`src/hw/rtl/aco_pkg.sv`:
```
// Shared types, constants and codes for the affine Collatz orbit classifier.
// Depends on nothing; every other file of the block refers to it by scoped names.
package aco_pkg;

   // Field widths of the channels.
   localparam int DEFAULT_WORD_WIDTH = 64;
   localparam int COEFF_WIDTH        = 8;
   localparam int SEED_COUNT_WIDTH   = 11;
   localparam int STEP_LIMIT_WIDTH   = 16;
   localparam int CLASS_WIDTH        = 2;
   localparam int RESULT_WIDTH       = 64;
   localparam int CSR_INDEX_WIDTH    = 2;
   localparam int CSR_DATA_WIDTH     = 16;

   // Register indexes of the configuration port.
   localparam logic [CSR_INDEX_WIDTH-1:0] CSR_SEED_COUNT = 2'd0;
   localparam logic [CSR_INDEX_WIDTH-1:0] CSR_STEP_LIMIT = 2'd1;

   // Reset values of the configuration registers.
   localparam logic [SEED_COUNT_WIDTH-1:0] SEED_COUNT_RESET = 11'd10;
   localparam logic [STEP_LIMIT_WIDTH-1:0] STEP_LIMIT_RESET = 16'd200;

   // The seed whose result is reported on its own.
   localparam logic [SEED_COUNT_WIDTH-1:0] FIRST_SEED = 11'd1;

   // Classification codes.
   localparam logic [CLASS_WIDTH-1:0] CLASS_ALL_ESCAPED  = 2'd0;
   localparam logic [CLASS_WIDTH-1:0] CLASS_SOME_ESCAPED = 2'd1;
   localparam logic [CLASS_WIDTH-1:0] CLASS_MIXED        = 2'd2;
   localparam logic [CLASS_WIDTH-1:0] CLASS_UNIFORM      = 2'd3;

   // Controller states.
   typedef enum logic [2:0] {
      ST_IDLE,
      ST_SEED,
      ST_STEP,
      ST_PROD,
      ST_LOAD
   } state_type;

   // Commands from the controller to the datapath.
   typedef struct packed {
      logic start;
      logic seed_init;
      logic step;
      logic prod;
      logic load_out;
   } cmd_type;

   // Status from the datapath to the controller.
   typedef struct packed {
      logic orbit_done;
      logic last_seed;
      logic count_zero;
   } status_type;

endpackage

```
`src/hw/rtl/aco_req_if.sv`:
```
// Input channel of the orbit classifier: one coefficient pair per word.
// Depends on aco_pkg for the field widths.
interface aco_req_if;
   logic                                   valid;
   logic                                   ready;
   logic signed [aco_pkg::COEFF_WIDTH-1:0] mult_coeff;
   logic signed [aco_pkg::COEFF_WIDTH-1:0] add_coeff;

   modport source (output valid, output mult_coeff, output add_coeff, input ready);
   modport sink (input valid, input mult_coeff, input add_coeff, output ready);
endinterface

```
`src/hw/rtl/aco_rsp_if.sv`:
```
// Result channel of the orbit classifier: one classification word per pair.
// Depends on aco_pkg for the field widths.
interface aco_rsp_if;
   logic                                         valid;
   logic                                         ready;
   logic        [aco_pkg::CLASS_WIDTH-1:0]       map_class;
   logic        [aco_pkg::SEED_COUNT_WIDTH-1:0]  escaped_count;
   logic signed [aco_pkg::RESULT_WIDTH-1:0]      minima_sum;
   logic signed [aco_pkg::RESULT_WIDTH-1:0]      first_minimum;
   logic                                         first_escaped;

   modport source (output valid, output map_class, output escaped_count,
                   output minima_sum, output first_minimum, output first_escaped,
                   input ready);
   modport sink (input valid, input map_class, input escaped_count,
                 input minima_sum, input first_minimum, input first_escaped,
                 output ready);
endinterface

```
`src/hw/rtl/aco_csr_if.sv`:
```
// Configuration write channel of the orbit classifier.
// Depends on aco_pkg for the index and data widths.
interface aco_csr_if;
   logic                                  valid;
   logic                                  ready;
   logic [aco_pkg::CSR_INDEX_WIDTH-1:0]   index;
   logic [aco_pkg::CSR_DATA_WIDTH-1:0]    data;

   modport source (output valid, output index, output data, input ready);
   modport sink (input valid, input index, input data, output ready);
endinterface

```
`src/hw/rtl/aco_ctrl.sv`:
```
// Controller of the orbit classifier: sequences seeds, orbit steps and the result.
// Depends on aco_pkg for the state, command and status types.
module aco_ctrl (
   input  logic                clock,
   input  logic                reset,
   input  logic                req_valid,
   output logic                req_ready,
   input  logic                rsp_ready,
   output logic                rsp_valid,
   input  aco_pkg::status_type status,
   output aco_pkg::cmd_type    cmd
);

   aco_pkg::state_type state_ff, state_in;
   logic               rsp_valid_ff, rsp_valid_in;
   logic               out_free;

   // The output register can take a new word when empty or being drained.
   assign out_free = !rsp_valid_ff || rsp_ready;

   // Next state.
   always_comb begin
      state_in = state_ff;
      case (state_ff)
         aco_pkg::ST_IDLE: begin
            if (req_valid) begin
               state_in = status.count_zero ? aco_pkg::ST_PROD : aco_pkg::ST_SEED;
            end
         end
         aco_pkg::ST_SEED: begin
            state_in = aco_pkg::ST_STEP;
         end
         aco_pkg::ST_STEP: begin
            if (status.orbit_done) begin
               state_in = status.last_seed ? aco_pkg::ST_PROD : aco_pkg::ST_SEED;
            end
         end
         aco_pkg::ST_PROD: begin
            state_in = aco_pkg::ST_LOAD;
         end
         aco_pkg::ST_LOAD: begin
            if (out_free) begin
               state_in = aco_pkg::ST_IDLE;
            end
         end
         default: begin
            state_in = aco_pkg::ST_IDLE;
         end
      endcase
   end

   // Commands to the datapath.
   always_comb begin
      cmd       = '0;
      req_ready = 1'b0;
      case (state_ff)
         aco_pkg::ST_IDLE: begin
            req_ready = 1'b1;
            cmd.start = req_valid;
         end
         aco_pkg::ST_SEED: begin
            cmd.seed_init = 1'b1;
         end
         aco_pkg::ST_STEP: begin
            cmd.step = 1'b1;
         end
         aco_pkg::ST_PROD: begin
            cmd.prod = 1'b1;
         end
         aco_pkg::ST_LOAD: begin
            cmd.load_out = out_free;
         end
         default: begin
            cmd = '0;
         end
      endcase
   end

   // Result valid flag: set on load, cleared when the word is taken.
   always_comb begin
      rsp_valid_in = rsp_valid_ff;
      if (cmd.load_out) begin
         rsp_valid_in = 1'b1;
      end else if (rsp_ready) begin
         rsp_valid_in = 1'b0;
      end
   end

   assign rsp_valid = rsp_valid_ff;

   always_ff @(posedge clock) begin
      if (reset) begin
         state_ff     <= aco_pkg::ST_IDLE;
         rsp_valid_ff <= 1'b0;
      end else begin
         state_ff     <= state_in;
         rsp_valid_ff <= rsp_valid_in;
      end
   end

endmodule

```
`src/hw/rtl/aco_dp.sv`:
```
// Datapath of the orbit classifier: configuration, orbit step unit,
// accumulators and the output register. Depends on aco_pkg.
module aco_dp #(
   parameter int WORD_WIDTH = aco_pkg::DEFAULT_WORD_WIDTH
) (
   input  logic                                          clock,
   input  logic                                          reset,
   input  logic                                          csr_write,
   input  logic [aco_pkg::CSR_INDEX_WIDTH-1:0]           csr_index,
   input  logic [aco_pkg::CSR_DATA_WIDTH-1:0]            csr_data,
   input  logic signed [aco_pkg::COEFF_WIDTH-1:0]        mult_coeff,
   input  logic signed [aco_pkg::COEFF_WIDTH-1:0]        add_coeff,
   input  aco_pkg::cmd_type                              cmd,
   output aco_pkg::status_type                           status,
   output logic [aco_pkg::CLASS_WIDTH-1:0]               map_class,
   output logic [aco_pkg::SEED_COUNT_WIDTH-1:0]          escaped_count,
   output logic signed [aco_pkg::RESULT_WIDTH-1:0]       minima_sum,
   output logic signed [aco_pkg::RESULT_WIDTH-1:0]       first_minimum,
   output logic                                          first_escaped
);

   localparam int CW = aco_pkg::COEFF_WIDTH;
   localparam int SW = aco_pkg::SEED_COUNT_WIDTH;
   localparam int LW = aco_pkg::STEP_LIMIT_WIDTH;

   // Configuration registers.
   logic [SW-1:0] seed_count_ff;
   logic [LW-1:0] step_limit_ff;

   // Per-pair and per-orbit working registers.
   logic signed [CW-1:0]          a_ff, b_ff;
   logic [SW-1:0]                 seed_ff;
   logic signed [WORD_WIDTH-1:0]  n_ff, mn_ff;
   logic [LW-1:0]                 upd_ff;
   logic                          ret_pend_ff;
   logic [SW-1:0]                 esc_cnt_ff;
   logic signed [WORD_WIDTH-1:0]  sum_ff, first_min_ff, prod_ff;
   logic                          first_esc_ff;

   // Output register.
   logic [aco_pkg::CLASS_WIDTH-1:0] out_class_ff;
   logic [SW-1:0]                   out_esc_ff;
   logic signed [WORD_WIDTH-1:0]    out_sum_ff, out_fmin_ff;
   logic                            out_fesc_ff;

   // Orbit step signals.
   logic signed [WORD_WIDTH+CW-1:0] mul_full;
   logic signed [WORD_WIDTH-1:0]    b_ext, n_new, mn_new, orbit_min, seed_word;
   logic [LW:0]                     upd_next;
   logic                            ret_hit, n_zero, escape, orbit_done, orbit_esc;
   logic [WORD_WIDTH+SW-1:0]        cnt_prod_full;
   logic [aco_pkg::CLASS_WIDTH-1:0] class_in;

   // Configuration writes; indexes beyond the list are ignored.
   always_ff @(posedge clock) begin
      if (reset) begin
         seed_count_ff <= aco_pkg::SEED_COUNT_RESET;
         step_limit_ff <= aco_pkg::STEP_LIMIT_RESET;
      end else if (csr_write) begin
         if (csr_index == aco_pkg::CSR_SEED_COUNT) begin
            seed_count_ff <= csr_data[SW-1:0];
         end
         if (csr_index == aco_pkg::CSR_STEP_LIMIT) begin
            step_limit_ff <= csr_data[LW-1:0];
         end
      end
   end

   // One map update: halve even values, a*n+b for odd ones, wrapping on the word.
   assign mul_full = a_ff * n_ff;
   assign b_ext    = WORD_WIDTH'(b_ff);
   assign n_new    = n_ff[0] ? ($signed(mul_full[WORD_WIDTH-1:0]) + b_ext) : (n_ff >>> 1);
   assign mn_new   = (n_ff < mn_ff) ? n_ff : mn_ff;

   // The return test of the previous update is made on the registered values.
   assign ret_hit    = ret_pend_ff && (n_ff == mn_ff);
   assign n_zero     = (n_ff == '0);
   assign upd_next   = {1'b0, upd_ff} + (LW+1)'(1);
   assign escape     = upd_next >= {1'b0, step_limit_ff};
   assign orbit_done = ret_hit || n_zero || escape;
   assign orbit_esc  = !ret_hit && !n_zero && escape;
   assign orbit_min  = ret_hit ? mn_ff : '0;
   assign seed_word  = WORD_WIDTH'(seed_ff);

   assign status.orbit_done = orbit_done;
   assign status.last_seed  = (seed_ff == seed_count_ff);
   assign status.count_zero = (seed_count_ff == '0);

   // Orbit and accumulator registers.
   always_ff @(posedge clock) begin
      if (cmd.start) begin
         a_ff         <= mult_coeff;
         b_ff         <= add_coeff;
         seed_ff      <= aco_pkg::FIRST_SEED;
         esc_cnt_ff   <= '0;
         sum_ff       <= '0;
         first_min_ff <= '0;
         first_esc_ff <= 1'b0;
      end
      if (cmd.seed_init) begin
         n_ff        <= seed_word;
         mn_ff       <= seed_word;
         upd_ff      <= '0;
         ret_pend_ff <= 1'b0;
      end
      if (cmd.step) begin
         if (orbit_done) begin
            if (orbit_esc) begin
               esc_cnt_ff <= esc_cnt_ff + SW'(1);
            end else begin
               sum_ff <= sum_ff + orbit_min;
            end
            if (seed_ff == aco_pkg::FIRST_SEED) begin
               first_min_ff <= orbit_min;
               first_esc_ff <= orbit_esc;
            end
            seed_ff <= seed_ff + SW'(1);
         end else begin
            n_ff        <= n_new;
            mn_ff       <= mn_new;
            upd_ff      <= upd_next[LW-1:0];
            ret_pend_ff <= 1'b1;
         end
      end
      if (cmd.prod) begin
         prod_ff <= cnt_prod_full[WORD_WIDTH-1:0];
      end
   end

   // Seed count times the first minimum, wrapped to the word.
   assign cnt_prod_full = seed_count_ff * first_min_ff;

   // Classification of the pair.
   always_comb begin
      if (seed_count_ff == '0) begin
         class_in = aco_pkg::CLASS_MIXED;
      end else if (esc_cnt_ff != '0) begin
         class_in = (esc_cnt_ff == seed_count_ff) ? aco_pkg::CLASS_ALL_ESCAPED
                                                  : aco_pkg::CLASS_SOME_ESCAPED;
      end else begin
         class_in = (sum_ff == prod_ff) ? aco_pkg::CLASS_UNIFORM : aco_pkg::CLASS_MIXED;
      end
   end

   // Output register.
   always_ff @(posedge clock) begin
      if (cmd.load_out) begin
         out_class_ff <= class_in;
         out_esc_ff   <= esc_cnt_ff;
         out_sum_ff   <= sum_ff;
         out_fmin_ff  <= first_min_ff;
         out_fesc_ff  <= first_esc_ff;
      end
   end

   assign map_class     = out_class_ff;
   assign escaped_count = out_esc_ff;
   assign minima_sum    = aco_pkg::RESULT_WIDTH'(out_sum_ff);
   assign first_minimum = aco_pkg::RESULT_WIDTH'(out_fmin_ff);
   assign first_escaped = out_fesc_ff;

endmodule

```
`src/hw/rtl/affine_collatz_orbit_classifier.sv`:
```
// Top level of the affine Collatz orbit classifier: controller plus datapath.
// Depends on aco_pkg, the three channel interfaces, aco_ctrl and aco_dp.
//
//   Channel  Direction  Word contents
//   req_ch   in         mult_coeff, add_coeff
//   rsp_ch   out        map_class, escaped_count, minima_sum, first_minimum,
//                       first_escaped
//   csr_ch   in         index, data (seed_count at 0, step_limit at 1)
//
// Each seed is set up in ST_SEED and then stepped in ST_STEP until its orbit
// returns, reaches zero or escapes; a pair is accepted in ST_IDLE, its product
// is registered in ST_PROD and its class and result are loaded in ST_LOAD.
// The shared orbit step unit makes one update per cycle. Pairs are handled one
// at a time. Reset sets seed_count to 10 and step_limit to 200 and empties the
// result. A result waiting on rsp_ch holds the next result in ST_LOAD; csr_ch is always ready.
module affine_collatz_orbit_classifier #(
   parameter int WORD_WIDTH = aco_pkg::DEFAULT_WORD_WIDTH
) (
   input logic      clock,
   input logic      reset,
   aco_req_if.sink  req_ch,
   aco_rsp_if.source rsp_ch,
   aco_csr_if.sink  csr_ch
);

   aco_pkg::cmd_type    cmd;
   aco_pkg::status_type status;

   // Configuration writes are always accepted.
   assign csr_ch.ready = 1'b1;

   aco_ctrl u_ctrl (
      .clock     (clock),
      .reset     (reset),
      .req_valid (req_ch.valid),
      .req_ready (req_ch.ready),
      .rsp_ready (rsp_ch.ready),
      .rsp_valid (rsp_ch.valid),
      .status    (status),
      .cmd       (cmd)
   );

   aco_dp #(
      .WORD_WIDTH (WORD_WIDTH)
   ) u_dp (
      .clock         (clock),
      .reset         (reset),
      .csr_write     (csr_ch.valid),
      .csr_index     (csr_ch.index),
      .csr_data      (csr_ch.data),
      .mult_coeff    (req_ch.mult_coeff),
      .add_coeff     (req_ch.add_coeff),
      .cmd           (cmd),
      .status        (status),
      .map_class     (rsp_ch.map_class),
      .escaped_count (rsp_ch.escaped_count),
      .minima_sum    (rsp_ch.minima_sum),
      .first_minimum (rsp_ch.first_minimum),
      .first_escaped (rsp_ch.first_escaped)
   );

endmodule

```
`src/flat_wrapper.sv`:
```
// flat-port wrapper written by rule: the top's interface ports become plain ports
module affine_collatz_orbit_classifier_flat 
#(
   parameter int WORD_WIDTH = aco_pkg::DEFAULT_WORD_WIDTH
)
  (clock, reset, req_ch_valid, req_ch_mult_coeff, req_ch_add_coeff, req_ch_ready, rsp_ch_valid, rsp_ch_map_class, rsp_ch_escaped_count, rsp_ch_minima_sum, rsp_ch_first_minimum, rsp_ch_first_escaped, rsp_ch_ready, csr_ch_valid, csr_ch_index, csr_ch_data, csr_ch_ready);
  aco_req_if req_ch_i ();
  aco_rsp_if rsp_ch_i ();
  aco_csr_if csr_ch_i ();
  input logic clock;
  input logic reset;
  input wire logic [$bits(req_ch_i.valid)-1:0] req_ch_valid;
  input wire logic [$bits(req_ch_i.mult_coeff)-1:0] req_ch_mult_coeff;
  input wire logic [$bits(req_ch_i.add_coeff)-1:0] req_ch_add_coeff;
  output wire logic [$bits(req_ch_i.ready)-1:0] req_ch_ready;
  output wire logic [$bits(rsp_ch_i.valid)-1:0] rsp_ch_valid;
  output wire logic [$bits(rsp_ch_i.map_class)-1:0] rsp_ch_map_class;
  output wire logic [$bits(rsp_ch_i.escaped_count)-1:0] rsp_ch_escaped_count;
  output wire logic [$bits(rsp_ch_i.minima_sum)-1:0] rsp_ch_minima_sum;
  output wire logic [$bits(rsp_ch_i.first_minimum)-1:0] rsp_ch_first_minimum;
  output wire logic [$bits(rsp_ch_i.first_escaped)-1:0] rsp_ch_first_escaped;
  input wire logic [$bits(rsp_ch_i.ready)-1:0] rsp_ch_ready;
  input wire logic [$bits(csr_ch_i.valid)-1:0] csr_ch_valid;
  input wire logic [$bits(csr_ch_i.index)-1:0] csr_ch_index;
  input wire logic [$bits(csr_ch_i.data)-1:0] csr_ch_data;
  output wire logic [$bits(csr_ch_i.ready)-1:0] csr_ch_ready;
  assign req_ch_i.valid = req_ch_valid;
  assign req_ch_i.mult_coeff = req_ch_mult_coeff;
  assign req_ch_i.add_coeff = req_ch_add_coeff;
  assign req_ch_ready = req_ch_i.ready;
  assign rsp_ch_valid = rsp_ch_i.valid;
  assign rsp_ch_map_class = rsp_ch_i.map_class;
  assign rsp_ch_escaped_count = rsp_ch_i.escaped_count;
  assign rsp_ch_minima_sum = rsp_ch_i.minima_sum;
  assign rsp_ch_first_minimum = rsp_ch_i.first_minimum;
  assign rsp_ch_first_escaped = rsp_ch_i.first_escaped;
  assign rsp_ch_i.ready = rsp_ch_ready;
  assign csr_ch_i.valid = csr_ch_valid;
  assign csr_ch_i.index = csr_ch_index;
  assign csr_ch_i.data = csr_ch_data;
  assign csr_ch_ready = csr_ch_i.ready;
  affine_collatz_orbit_classifier #(.WORD_WIDTH(WORD_WIDTH)) u_core (.clock(clock), .reset(reset), .req_ch(req_ch_i), .rsp_ch(rsp_ch_i), .csr_ch(csr_ch_i));
endmodule
```
`config.mk`:
```
export PLATFORM = sky130hd
export DESIGN_NAME = affine_collatz_orbit_classifier_flat
export DESIGN_NICKNAME = d
export VERILOG_FILES = /design/src/hw/rtl/aco_pkg.sv /design/src/hw/rtl/aco_req_if.sv /design/src/hw/rtl/aco_rsp_if.sv /design/src/hw/rtl/aco_csr_if.sv /design/src/hw/rtl/aco_ctrl.sv /design/src/hw/rtl/aco_dp.sv /design/src/hw/rtl/affine_collatz_orbit_classifier.sv /design/src/flat_wrapper.sv
export SDC_FILE = /design/constraint.sdc
export NUM_CORES = 2
export LEC_CHECK = 0
export ABC_CLOCK_PERIOD_IN_PS = 11950
export BUFFER_PORTS_ARGS = -buffer_cell sky130_fd_sc_hd__buf_4
export CELL_PAD_IN_SITES_DETAIL_PLACEMENT = 0
export CELL_PAD_IN_SITES_GLOBAL_PLACEMENT = 2
export CORE_MARGIN = 8
export CORE_UTILIZATION = 34
export DETAILED_ROUTE_END_ITERATION = 8
export GPL_ROUTABILITY_DRIVEN = 0
export PLACE_DENSITY_LB_ADDON = 0.3
export SLEW_MARGIN = 20
export SYNTH_ARGS = -nofsm -noshare
export SYNTH_HDL_FRONTEND = slang
export SYNTH_SLANG_ARGS = --single-unit
```
`constraint.sdc`:
```
create_clock -name clock -period 11.95 [get_ports clock]
set_input_delay 2.39 -clock clock [delete_from_list [all_inputs] [get_ports clock]]
set_output_delay 2.39 -clock clock [all_outputs]
set_load 0.005 [all_outputs]
```
* After elaboration in Yosys (flattened, before gate mapping)
Index checks and enable logic that the tools add are counted.
W data, S select, Z words.
** Operators by class
- Add/sub/neg operators :: 5
- $mul :: 2
- Magnitude comparators :: 2
- Eq/ne operators :: 15
- Mux-type cells :: 51
- Reductions and logical operators :: 18
** Operators by type and width (count)
- $mux W64 :: 17
- $eq A64 B64 Y1 :: 2
- $mux W11 :: 7
- $add A64 B64 Y64 :: 1
- $add A64 B8 Y64 :: 1
- $logic_not A64 Y1 :: 1
- $lt A64 B64 Y1 :: 1
- $mul A11 B64 Y64 :: 1
- $mul A8 B64 Y64 :: 1
- $mux W16 :: 3
- $add A11 B1 Y11 const B :: 2
- $eq A11 B11 Y1 :: 2
- $add A16 B1 Y17 const B :: 1
- $ge A17 B16 Y1 :: 1
- $mux W1 :: 17
- $pmux W3 S5 :: 1
- $eq A11 B1 Y1 const B :: 1
- $logic_not A11 Y1 :: 1
- $reduce_bool A11 Y1 :: 1
- $mux W3 :: 3
- $eq A3 B2 Y1 const B :: 2
- $mux W2 :: 3
- $ne A2 B2 Y1 const B :: 3
- $ne A3 B3 Y1 const B :: 2
- other kinds (11) :: 18
** Storage, ports and cells
- Register bits after elaboration :: 549
- Logic and storage cells :: 115

* Longest topological paths before layout
- Word-level depth :: 8
- Depth in mapped cells :: 27
- Depth with buffers taken out :: 24

* Cells and area by module
A second synthesis with hierarchy kept.
** Unflattened totals
- Cell total of the unflattened synthesis :: 6433
- Area, all modules :: 60982.2 µm²
** By module, submodules not included
- aco_dp :: times used 1, cells each 6405, area each 60743.3 µm², seq. area each 13783.2 µm²
- aco_ctrl :: times used 1, cells each 26, area each 227.7 µm², seq. area each 80.1 µm²
- affine_collatz_orbit_classifier :: times used 1, cells each 2, area each 11.3 µm², seq. area each 0.0 µm²

* Least setup slack after synthesis
Ideal clock, no wire load.
- Kind :: input to register
- From :: input rsp_ch_ready
- To :: register u_core.u_dp.out_esc_ff[0] (netlist: u_core.u_dp.escaped_count[0]) (enable)
- Setup time :: 0.645 ns
- Arrival time :: 8.369 ns
- Path slack :: 2.936 ns
- Cell stages on the path :: 2
- Path buffers :: 0
- Cell sequence :: nor2b_1 nor2_1
** RTL lines
- start: declaration :: RTL line flat_wrapper.sv:22 : input wire logic [$bits(rsp_ch_i.ready)-1:0] rsp_ch_ready;
- end signal: assignment :: RTL line aco_dp.sv:149 : out_esc_ff <= esc_cnt_ff;
- end: declaration :: RTL line aco_dp.sv:42 : logic [SW-1:0] out_esc_ff;

* Worst setup path in the final report
- From :: register u_core.u_dp.b_ff[7]
- To :: register u_core.u_dp.n_ff[60]
** On the way
- Cells in the longest elaborated chain, start to end :: 4
** RTL lines
- start: declaration :: RTL line aco_dp.sv:31 : logic signed [CW-1:0] a_ff, b_ff;
- start signal: assignment :: RTL line aco_dp.sv:93 : b_ff <= add_coeff;
- $add A64 B8 Y64 :: RTL line aco_dp.sv:72 : assign n_new = n_ff[0] ? ($signed(mul_full[WORD_WIDTH-1:0]) + b_ext) : (n_ff >>> 1);
- $mux W64 :: RTL line aco_dp.sv:72
- $mux W64 :: RTL line aco_dp.sv:107 : if (orbit_done) begin
- $mux W64 :: RTL line aco_dp.sv:106 : if (cmd.step) begin
- end signal: assignment :: RTL line aco_dp.sv:101 : n_ff <= seed_word;
- end signal: assignment :: RTL line aco_dp.sv:119 : n_ff <= n_new;
- end: declaration :: RTL line aco_dp.sv:33 : logic signed [WORD_WIDTH-1:0] n_ff, mn_ff;
No other way between the ends. The select of a mux whose other input is x is not followed.
A chain may end at the register's enable or synchronous reset.

==> results.tsv <==
stage	metric	value	unit
global_routing	gr usage total	20.67	%
global_routing	vias in the first global route	48790	
timing	Slew headroom	31.23	%
worst_setup_path	CP Cell Sequence	inv_4 > buf_4 > fa_1 > inv_1 > fa_1 > fa_1 > fa_1 > ha_1 > ha_1 > nand4_1 > nor3_1 > and3_1 > o2111ai_1 > a211oi_1 > nor4_1 > o31ai_1 > a31oi_1 > o31ai_1 > xor2_1 > nand2_1 > a21oi_1	
outcome	status	complete, no violations	
timing	skew final	49.65	ps
global_routing	largest net degree at the start of global routing	95	
timing	final hold vios	0	
synth	ranking of synthesized cells by area	fa_1 (30%), edfxtp_1 (14%), dfxtp_1 (8.6%), ha_1 (7.4%), nand2_1 (6.0%)	
power_and_ir_drop	LEAKAGE	0.02955	uW
synth	Avg Cell Area, Syn	9.307	sq um
global_routing	first-pass GRT wire length	309.7	mm
timing	Slew @ Worst Pin	1031	ps
synth	Post-Synth XOR/XNOR Area	4.453	%
synth	cell taking the most area after synthesis	fa_1	
run	max-cap violations	0	
layout	final instance area	67110	sq um
die	row cnt	155	
synth	mux cell area share after synthesis	0.3109	%
power_and_ir_drop	cell area power density	272.2	nW/um^2
route	via/cell ratio	5.171	
global_routing	Remaining Overflow, GRT	0	
die	Die Y	440.1	um
route	number of DRC markers in iteration 0	2869	
timing	final setup vio count	0	
synth	Seq/Total Area, Yosys	22.66	%
worst_setup_path	CP most frequent cell	fa_1	
clocking	setup repair bufs after CTS	0	
timing	TNS Setup	0	ps
clocking	TritonCTS Buffers	76	
synth	register bit total from synthesis	549	
route	drc violations	0	
layout	layout cells sized above 1	6.536	%
synth	Synth Area in Compound Gates	10.53	%
synth	synth warn	0	
layout	nets@finish	7787	
clocking	Post-CTS Hold Fix Bufs	0	
global_routing	initial antenna violation count	4	
worst_setup_path	CP Capture Type	flop	
clocking	post-cts resize count	0	
die	core area	178600	sq um
synth	cell with the most instances after synthesis	nand2_1	
worst_setup_path	critical path arrival	8220	ps
worst_setup_path	WP buf/inv	3	
timing	RSZ-0062 raised after global routing	no	
die	initial core utilization	34.24	%
die	die area	193700	sq um
worst_setup_path	CP max-delay cell	buf_4	
timing	Final period util	63.50	%
layout	area grow syn2layout	9.721	%
synth	Cells after Synth	6572	
placed_design	Placed Area	64490	sq um
synth	post-synth cell types	80	
placed_design	hpwl dp	152.0	mm
route	final wirelength	199.6	mm
worst_setup_path	CP max FO	28	
worst_setup_path	cell family with most CP delay	adder cells	
hold_path	min-delay worst type	reg -> reg	
synth	number of flops mapped to enable cells by yosys	287	
worst_setup_path	max incr delay on CP	700	ps
synth	Yosys top cell area share	30.08	%
timing	Max Slew Vio Count	0	
worst_setup_path	CP required	12590	ps
worst_setup_path	WS Path Type	reg -> reg	
power_and_ir_drop	VDD IR max	0.3282	mV
clocking	CTS clock-pin slew for the worst setup and hold paths	60	ps
die	DIE WIDTH	440.1	um
worst_setup_path	Critical Path Source Type	flop	
synth	ys flop type	edfxtp_1	
synth	Mapped Nets	7890	
route	1st-pass router iterations	7	
synth	largest family of logic cells by synthesized area	adder cells	
die	num ports	184	
synth	Simple-Gate Fraction of Synth Area	17.61	%
route	DRT antenna net count	0	
timing	maximum clock frequency	131.8	MHz
clocking	H-Tree Depth	3	
synth	Synth Area in Adders	37.44	%
layout	antenna cells	0	
clocking	Clock Tree Root	clkbuf_16	
synth	Post-synth top cells	nand2_1 (981), fa_1 (919), inv_1 (692)	
clocking	CTS max path bufs	3	
synth	Synth async-reset ratio	0	%
clocking	TritonCTS clock tree	built	
timing	min cycle time layout	7589	ps
synth	Mapped Area	61170	sq um
clocking	clock sinks	549	
clocking	clk_lat worst skew	710	ps
route	Vias	45960	
placed_design	Port Buffer Count	182	
route	wire length per cell	22.46	um
-- per-stage QoR --
| step | setup WS, ps | instances | utilization (%) | power (uW) | hold slack, ps |
|---|---|---|---|---|---|
| after floorplan | 2936 | 6572 | - | 12210 | 406.4 |
| after global placement | 4415 | 8746 | 36.10 | 15920 | 433.3 |
| after detailed placement | 4267 | 8746 | 36.10 | 15820 | 437.2 |
| after CTS | 4247 | 8888 | 37.57 | 18410 | 446.3 |
| after global routing | 3791 | 8888 | 37.57 | 20140 | 462.3 |
| final | 4361 | 8888 | 37.57 | 18270 | 444.8 |
-- power by group --
| part | switching [uW] | internal [uW] |
|---|---|---|
| sequential | 359 | 2170 |
| combinational | 7970 | 5360 |
| clock | 1010 | 1400 |
| total | 9340 | 8930 |
-- layout by cell type (no fill, tap or decap), types with 7 or more instances in the layout --
master,instances
a21oi_1,258
o21bai_1,33
o31ai_1,72
nor4_1,51
inv_1,691
buf_4,257
xor2_1,160
nand3_1,221
clkbuf_16,79
nand4_1,80
nand2b_1,46
dfxtp_1,250
edfxtp_1,287
o21ai_1,143
a31o_2,8
o41ai_1,7
nand2_1,979
o21ai_0,187
and3_1,39
xnor2_1,151
clkinv_2,10
clkbuf_1,13
fa_1,919
o22ai_1,7
o21a_1,17
nor3_1,32
o211ai_1,17
clkinv_1,9
a211oi_1,25
ha_1,360
and2_1,504
a31oi_1,63
dfxtp_2,12
nor2b_1,43
a21o_1,135
a221oi_1,13
a21boi_1,7
nor2_1,188
mux2i_1,19
-- routing by layer --
metal	routed length (um)	track usage [%]
met1	91000	28.68
met2	93760	34.07
met3	9149	2.526
met4	5679	5.750
met5	0	0
-- worst paths after layout --
| path | from | slack (ps) | endpoint | cells after the start |
|---|---|---|---|---|
| setup / recovery | u_core.u_dp.b_ff[7] | 4360 | u_core.u_dp.n_ff[60] | 21 |
| hold / removal | u_core.u_dp.ret_pend_ff | 440 | u_core.u_dp.ret_pend_ff | 2 |
| setup reg to reg | u_core.u_dp.b_ff[7] | 4360 | u_core.u_dp.n_ff[60] | 21 |
| hold reg to reg | u_core.u_dp.ret_pend_ff | 440 | u_core.u_dp.ret_pend_ff | 2 |
-- registers in the layout (all words and copies together) (netlist names) --
| register | cells |
|---|---|
| u_core.u_dp.ret_pend_ff | 1 |
| u_core.u_dp.first_minimum | 64 |
| u_core.u_ctrl.rsp_valid | 1 |
| u_core.u_dp.first_min_ff | 64 |
| u_core.u_dp.upd_ff | 16 |
| u_core.u_dp.a_ff | 8 |
| u_core.u_dp.mn_ff | 64 |
| u_core.u_dp.escaped_count | 11 |
| u_core.u_dp.seed_count_ff | 11 |
| u_core.u_dp.b_ff | 8 |
| u_core.u_dp.step_limit_ff | 16 |
| u_core.u_ctrl.state_ff | 3 |
| u_core.u_dp.esc_cnt_ff | 11 |
| u_core.u_dp.n_ff | 64 |
| u_core.u_dp.map_class | 2 |
| u_core.u_dp.first_escaped | 1 |
| u_core.u_dp.seed_ff | 11 |
| u_core.u_dp.minima_sum | 64 |
| u_core.u_dp.sum_ff | 64 |
| u_core.u_dp.first_esc_ff | 1 |
| u_core.u_dp.prod_ff | 64 |
-- tightest hold or removal path, stage by stage (launching register included) --
cell	delay [ps]
dfxtp_1	310
nand2_1	50
nand2_1	40
-- cell families (layout without fill, tap and decap cells) --
kind of cell / count (synthesis) / in the layout
compound gates: 1047 / 1047
xor+xnor: 311 / 311
fa+ha+maj: 1279 / 1279
buf+inv: 1134 / 1095
flops: 549 / 549
mux: 19 / 19
other cells: 1 / 1
simple gates: 2232 / 2232
-- cell type report --
type,instances,area (sq um)
fill,18190,111500
multi-input combinational,4889,43090
sequential,549,13880
tap,2355,2947
inverter,694,2608
clock buffer,97,2095
timing repair buffer,259,1969
clock inverter,45,526.8
No activity file was read; power rests on OpenSTA's default activity.
